[config.mk]
export PLATFORM = sky130hd
export DESIGN_NAME = tfn_isqrt
export DESIGN_NICKNAME = d
export VERILOG_FILES = /design/src/rtl/tfn_pkg.sv /design/src/rtl/tfn_isqrt.sv
export SDC_FILE = /design/constraint.sdc
export NUM_CORES = 1
export LEC_CHECK = 0
export BUFFER_PORTS_ARGS = -buffer_cell sky130_fd_sc_hd__buf_4
export CAP_MARGIN = 20
export CORE_MARGIN = 2
export CORE_UTILIZATION = 57
export DETAILED_ROUTE_END_ITERATION = 8
export GPL_ROUTABILITY_DRIVEN = 0
export PLACE_DENSITY = 0.86
export SLEW_MARGIN = 15
export SYNTH_ARGS = -nofsm -noshare
export SYNTH_HDL_FRONTEND = slang
export SYNTH_SLANG_ARGS = --single-unit
[constraint.sdc]
create_clock -name clk -period 2.95 [get_ports clk]
set_clock_uncertainty 0.15 [all_clocks]
set_input_delay 0.295 -clock clk [delete_from_list [all_inputs] [get_ports clk]]
set_output_delay 0.295 -clock clk [all_outputs]
set_load 0.005 [all_outputs]
[src/rtl/tfn_pkg.sv]
// Package for the triangle face normal pipeline.
// Holds the transaction types, the word widths of every stage and the tag
// that rides along each triangle. Depends on nothing.
package tfn_pkg;

	localparam int COORD_BITS = 16;
	localparam int OUT_BITS   = 16;
	localparam int UNIT_Q     = 16384;

	// edge vectors, products, cross product and its magnitude
	localparam int DIFF_W  = COORD_BITS + 1;
	localparam int PROD_W  = 2 * DIFF_W;
	localparam int CROSS_W = PROD_W + 1;
	localparam int MAG_W   = CROSS_W - 1;
	localparam int SHIFT_W = $clog2(MAG_W + 1);

	// normalized magnitudes, squares and their sum
	localparam int FIT_BITS = 30;
	localparam int SQ_W     = 2 * FIT_BITS;
	localparam int SUM_W    = SQ_W + 2;

	// divider: quotient of m^2 * 2^30 by the sum of squares
	localparam int QUO_W = FIT_BITS + 1;
	localparam int REM_W = SUM_W + 1;

	// integer square root of the quotient
	localparam int ROOT_W = 16;
	localparam int RRM_W  = ROOT_W + 3;
	localparam int RAD_W  = 2 * ROOT_W;

	localparam int LINE_DEPTH = QUO_W + ROOT_W;

	typedef struct packed {
		logic signed [COORD_BITS-1:0] ax;
		logic signed [COORD_BITS-1:0] ay;
		logic signed [COORD_BITS-1:0] az;
		logic signed [COORD_BITS-1:0] bx;
		logic signed [COORD_BITS-1:0] by_coord;
		logic signed [COORD_BITS-1:0] bz;
		logic signed [COORD_BITS-1:0] cx;
		logic signed [COORD_BITS-1:0] cy;
		logic signed [COORD_BITS-1:0] cz;
	} face_t;

	typedef struct packed {
		logic signed [OUT_BITS-1:0] nx;
		logic signed [OUT_BITS-1:0] ny;
		logic signed [OUT_BITS-1:0] nz;
		logic                       degenerate;
	} normal_t;

	// per-triangle side information carried past the divider and root
	typedef struct packed {
		logic [2:0] neg;
		logic       degen;
	} tag_t;

endpackage

[src/rtl/tfn_isqrt.sv]
// Digit-by-digit integer square root, one root bit per register stage.
// Uses tfn_pkg.
module tfn_isqrt import tfn_pkg::*; (
	input  logic              clk,
	input  logic              adv,
	input  logic [QUO_W-1:0]  rad,
	output logic [ROOT_W-1:0] root
);

	logic [RRM_W-1:0]  rem_s  [ROOT_W];
	logic [ROOT_W-1:0] root_s [ROOT_W];
	logic [RAD_W-1:0]  rad_s  [ROOT_W];
	logic [RRM_W-1:0]  rem_in  [ROOT_W];
	logic [ROOT_W-1:0] root_in [ROOT_W];
	logic [RAD_W-1:0]  rad_in  [ROOT_W];
	logic [RRM_W-1:0]  cur     [ROOT_W];
	logic [RRM_W-1:0]  trial   [ROOT_W];
	logic              ge      [ROOT_W];

	always_comb begin
		rem_in[0]  = '0;
		root_in[0] = '0;
		rad_in[0]  = RAD_W'(rad);
		for (int k = 1; k < ROOT_W; k++) begin
			rem_in[k]  = rem_s[k-1];
			root_in[k] = root_s[k-1];
			rad_in[k]  = rad_s[k-1];
		end
		for (int k = 0; k < ROOT_W; k++) begin
			// bring down the next pair of radicand bits
			cur[k]   = {rem_in[k][RRM_W-3:0], rad_in[k][2*(ROOT_W-1-k)+1 -: 2]};
			trial[k] = RRM_W'({root_in[k], 2'b01});
			ge[k]    = cur[k] >= trial[k];
		end
	end

	always_ff @(posedge clk) begin
		if (adv) begin
			for (int k = 0; k < ROOT_W; k++) begin
				rem_s[k]  <= ge[k] ? (cur[k] - trial[k]) : cur[k];
				root_s[k] <= {root_in[k][ROOT_W-2:0], ge[k]};
				rad_s[k]  <= rad_in[k];
			end
		end
	end

	assign root = root_s[ROOT_W-1];

endmodule

==> load_flow_metrics.sql <==
INSERT INTO impl_metrics (metric_group, metric, value, unit) VALUES
('status', 'status', 'finished clean', ''),
('critical_path', 'crit_path_cell_trace', 'inv_1 -> ha_1 -> nand2_1 -> o41a_1 -> nor4_2 -> or3_1 -> nor3_1 -> mux2_1', ''),
('critical_path', 'crit_required', '3.18', 'ns'),
('detailed_routing', 'drc', '0', ''),
('power_and_ir_drop', 'peakVddDrop', '848', 'µV'),
('floorplan', 'fp-row-count', '81', ''),
('logic_synthesis', 'post_synth_edffs', '609', ''),
('timing', 'timing.fmax', '0.347', 'GHz'),
('timing', 'period_needed', '2.89', 'ns'),
('timing', 'hold_violations', '0', ''),
('min_path', 'hold_path.class', 'in2reg', ''),
('logic_synthesis', 'post_synth_num_cell_types', '77', ''),
('logic_synthesis', 'synth_cells', '2119', ''),
('power_and_ir_drop', 'share_clk_of_total_power', '32.9', '%'),
('detailed_routing', 'wire_per_inst', '17.6', 'µm'),
('clocking', 'maximum_level_of_the_cts_h_tree', '2', ''),
('power_and_ir_drop', 'pwr_density_cell', '688', 'nW/µm²'),
('power_and_ir_drop', 'power.sequential.fraction', '50.9', '%'),
('timing', 'pins_over_their_slew_limit', '0', ''),
('logic_synthesis', 'ys.flop_type', 'sky130_fd_sc_hd__edfxtp_1', ''),
('power_and_ir_drop', 'power_switching_share', '26.0', '%'),
('critical_path', 'endpoint_kind', 'register', ''),
('detailed_routing', 'drt_first_iter_violations', '1447', ''),
('detailed_routing', 'postRouteWirelength', '52.7', 'mm'),
('floorplan', 'io_pins', '49', ''),
('timing', 'final_number_of_setup_violating_endpoints', '0', ''),
('global_routing', 'number_of_global_route_vias_before_repair', '17532', ''),
('logic_synthesis', 'synth_top_area_share', '65.2', '%'),
('logic_synthesis', 'synth-async-reset-ratio', '0', '%'),
('logic_synthesis', 'post_synthesis_register_bit_count', '609', ''),
('critical_path', 'worst_path_largest_cell_delay', '0.51', 'ns'),
('clocking', 'numCtsBuffers', '59', ''),
('final_layout', 'multi_input_area', '9100', 'µm²'),
('logic_synthesis', 'synth_warnings', '0', ''),
('logic_synthesis', 'synth_top_area_cell', 'sky130_fd_sc_hd__edfxtp_1', ''),
('clocking', 'cts.reportedPaths.clkPinSlew', '0.07', 'ns'),
('critical_path', 'critical_path.startpoint_type', 'register', ''),
('final_layout', 'fraction_of_layout_cells_with_a_size_suffix_above_1', '10.8', '%'),
('final_layout', 'antenna_diode_count', '0', ''),
('floorplan', 'placeableCoreArea', '48700', 'µm²'),
('logic_synthesis', 'synth_net_count', '2304', ''),
('clocking', 'tritoncts', 'done', ''),
('final_layout', 'num-nets-final', '2472', ''),
('critical_path', 'critPathArrivalTime', '3.12', 'ns'),
('final_layout', 'final_common_cell', 'sky130_fd_sc_hd__edfxtp_1', ''),
('floorplan', 'die-width', '226', 'µm'),
('power_and_ir_drop', 'internal_power', '0.0163', 'W'),
('job', 'maxCapViolCount', '0', ''),
('power_and_ir_drop', 'power_leakage', '12.3', 'nW'),
('logic_synthesis', 'post_synthesis_instance_area', '28000', 'µm²'),
('timing', 'fin_hold_ws', '0.229', 'ns'),
('power_and_ir_drop', 'post-layout-total-power', '0.0220', 'W'),
('clocking', 'clockRootBuffer', 'sky130_fd_sc_hd__clkbuf_16', ''),
('global_routing', 'grt_max_degree', '73', ''),
('clocking', 'clock_path_buffers', '3', ''),
('timing', 'tightest_slew', '0.596', 'ns'),
('power_and_ir_drop', 'power.net_switching', '0.00572', 'W'),
('final_layout', 'final_core_util', '65.7', '%'),
('logic_synthesis', 'seq_area_frac_synth', '65.2', '%'),
('floorplan', 'initial_core_util', '57.5', '%'),
('global_routing', 'grt_overflow_total', '0', ''),
('global_routing', 'grtUsageTotal', '20.6', '%'),
('global_routing', 'antenna_found_initial', '0', ''),
('critical_path', 'crit_path_top_delay_cell', 'sky130_fd_sc_hd__o41a_1', ''),
('floorplan', 'die_area', '51000', 'µm²'),
('global_routing', 'grt_first_pass_wirelength', '84.3', 'mm'),
('critical_path', 'critical_path_peak_fanout', '5', ''),
('final_layout', 'n_fill_cell', '3192', ''),
('clocking', 'total_clock_sinks', '609', ''),
('detailed_routing', 'viasPerCell', '5.77', ''),
('logic_synthesis', 'post_synth.cell_area_avg', '13.2', 'µm²');
power groups by stage:
stage / clock network, W / logic [W] / registers (W)
2_1_floorplan: 0 / 0.00245 / 0.0112
3_3_place_gp: 0 / 0.00317 / 0.0113
3_5_place_dp: 0 / 0.00338 / 0.0114
4_1_cts: 0.00733 / 0.00347 / 0.0112
5_1_grt: 0.00765 / 0.00394 / 0.0113
6_report: 0.00723 / 0.00357 / 0.0112
worst max-delay path: cells and delay by family, from the launching register on:
kind / cells / cell delay, ns
compound gates: 1 / 0.51
fa+ha+maj: 1 / 0.37
buf+inv: 1 / 0.07
flops: 1 / 0.40
mux: 1 / 0.33
simple gates: 4 / 0.80
worst paths after layout:
check                startpoint            end  slack [ns]  depth (start not counted)
hold / removal          rad[30]   rad_s[0][30]        0.23                          2
setup reg to reg  root_s[1][35]   rem_s[1][72]        0.06                          8
hold reg to reg   root_s[1][38]  root_s[1][55]        0.26                          0
setup / recovery  root_s[1][35]   rem_s[1][72]        0.06                          8
sequential cells by signal (all words and copies together) (netlist names):
name and flops:
rad_s 248, rem_s 233, root_s 128
Yosys cell counts (all sizes together), types with 3 or more instances:
| cell type | instances |
|---|---|
| a211o | 3 |
| a211oi | 10 |
| a21boi | 6 |
| a21o | 34 |
| a21oi | 122 |
| a31o | 3 |
| a31oi | 11 |
| and2 | 10 |
| and3 | 10 |
| buf | 6 |
| clkbuf | 24 |
| edfxtp | 609 |
| ha | 152 |
| inv | 177 |
| mux2 | 27 |
| mux2i | 8 |
| nand2 | 137 |
| nand2b | 24 |
| nand3 | 23 |
| nand3b | 4 |
| nand4 | 19 |
| nand4b | 3 |
| nor2 | 134 |
| nor2b | 23 |
| nor3 | 64 |
| nor3b | 4 |
| nor4 | 29 |
| nor4b | 6 |
| o211ai | 13 |
| o21a | 35 |
| o21ai | 117 |
| o21bai | 6 |
| o31a | 7 |
| o31ai | 14 |
| o41ai | 5 |
| or2 | 13 |
| or3 | 25 |
| or4 | 11 |
| xnor2 | 74 |
| xor2 | 81 |
metal layers:
layer,global-route usage (%),up-vias,routed length [µm]
met5,0,-,0
met4,8.16,0,1750
met3,3.49,154,2880
met2,38.1,628,27700
met1,23.8,8290,20400
li1,-,8215,-
layout make-up:
| cell class | instances | share of cell area [%] |
|---|---|---|
| timing repair buffer | 137 | 3.96 |
| tap | 664 | 2.60 |
| sequential | 609 | 57.1 |
| clock buffer | 71 | 4.75 |
| inverter | 178 | 2.09 |
| multi-input combinational | 1302 | 28.4 |
| clock inverter | 37 | 1.02 |
metrics by stage:
| step | TNS, ns | setup WS, ns | area (µm²) | cells |
|---|---|---|---|---|
| 2_1_floorplan | 0 | 0.184 | 28000 | 2119 |
| 3_3_place_gp | 0 | 0.0539 | 29700 | 2854 |
| 3_5_place_dp | -0.177 | -0.128 | 29700 | 2854 |
| 6_report | 0 | 0.0650 | 32000 | 2998 |
| 5_1_grt | -0.102 | -0.0395 | 32000 | 2998 |
| 4_1_cts | 0 | 0.00581 | 31900 | 2994 |
repair_timing:
| action | 4_1_cts | 5_1_grt |
|---|---|---|
| setup buffers | 0 | 4 |
| hold buffers | 32 | 0 |
| pin swaps | 1 | 7 |
| hold endpoints to repair | 34 | 0 |
| gates resized for setup | 7 | 27 |
| setup endpoints to repair | 20 | 76 |
cell families after synthesis:
| family | share of synthesized area (%) |
|---|---|
| adders and majority gates | 6.78 |
| xor gates and xnor gates | 4.84 |
| and+or+nand+nor | 9.69 |
| DFF | 65.2 |
| buffers and inverters | 2.83 |
| AOI/OAI and AO/OA | 9.24 |
| muxes | 1.37 |
| other | 0.0134 |
No activity file was read; power rests on OpenSTA's default activity.
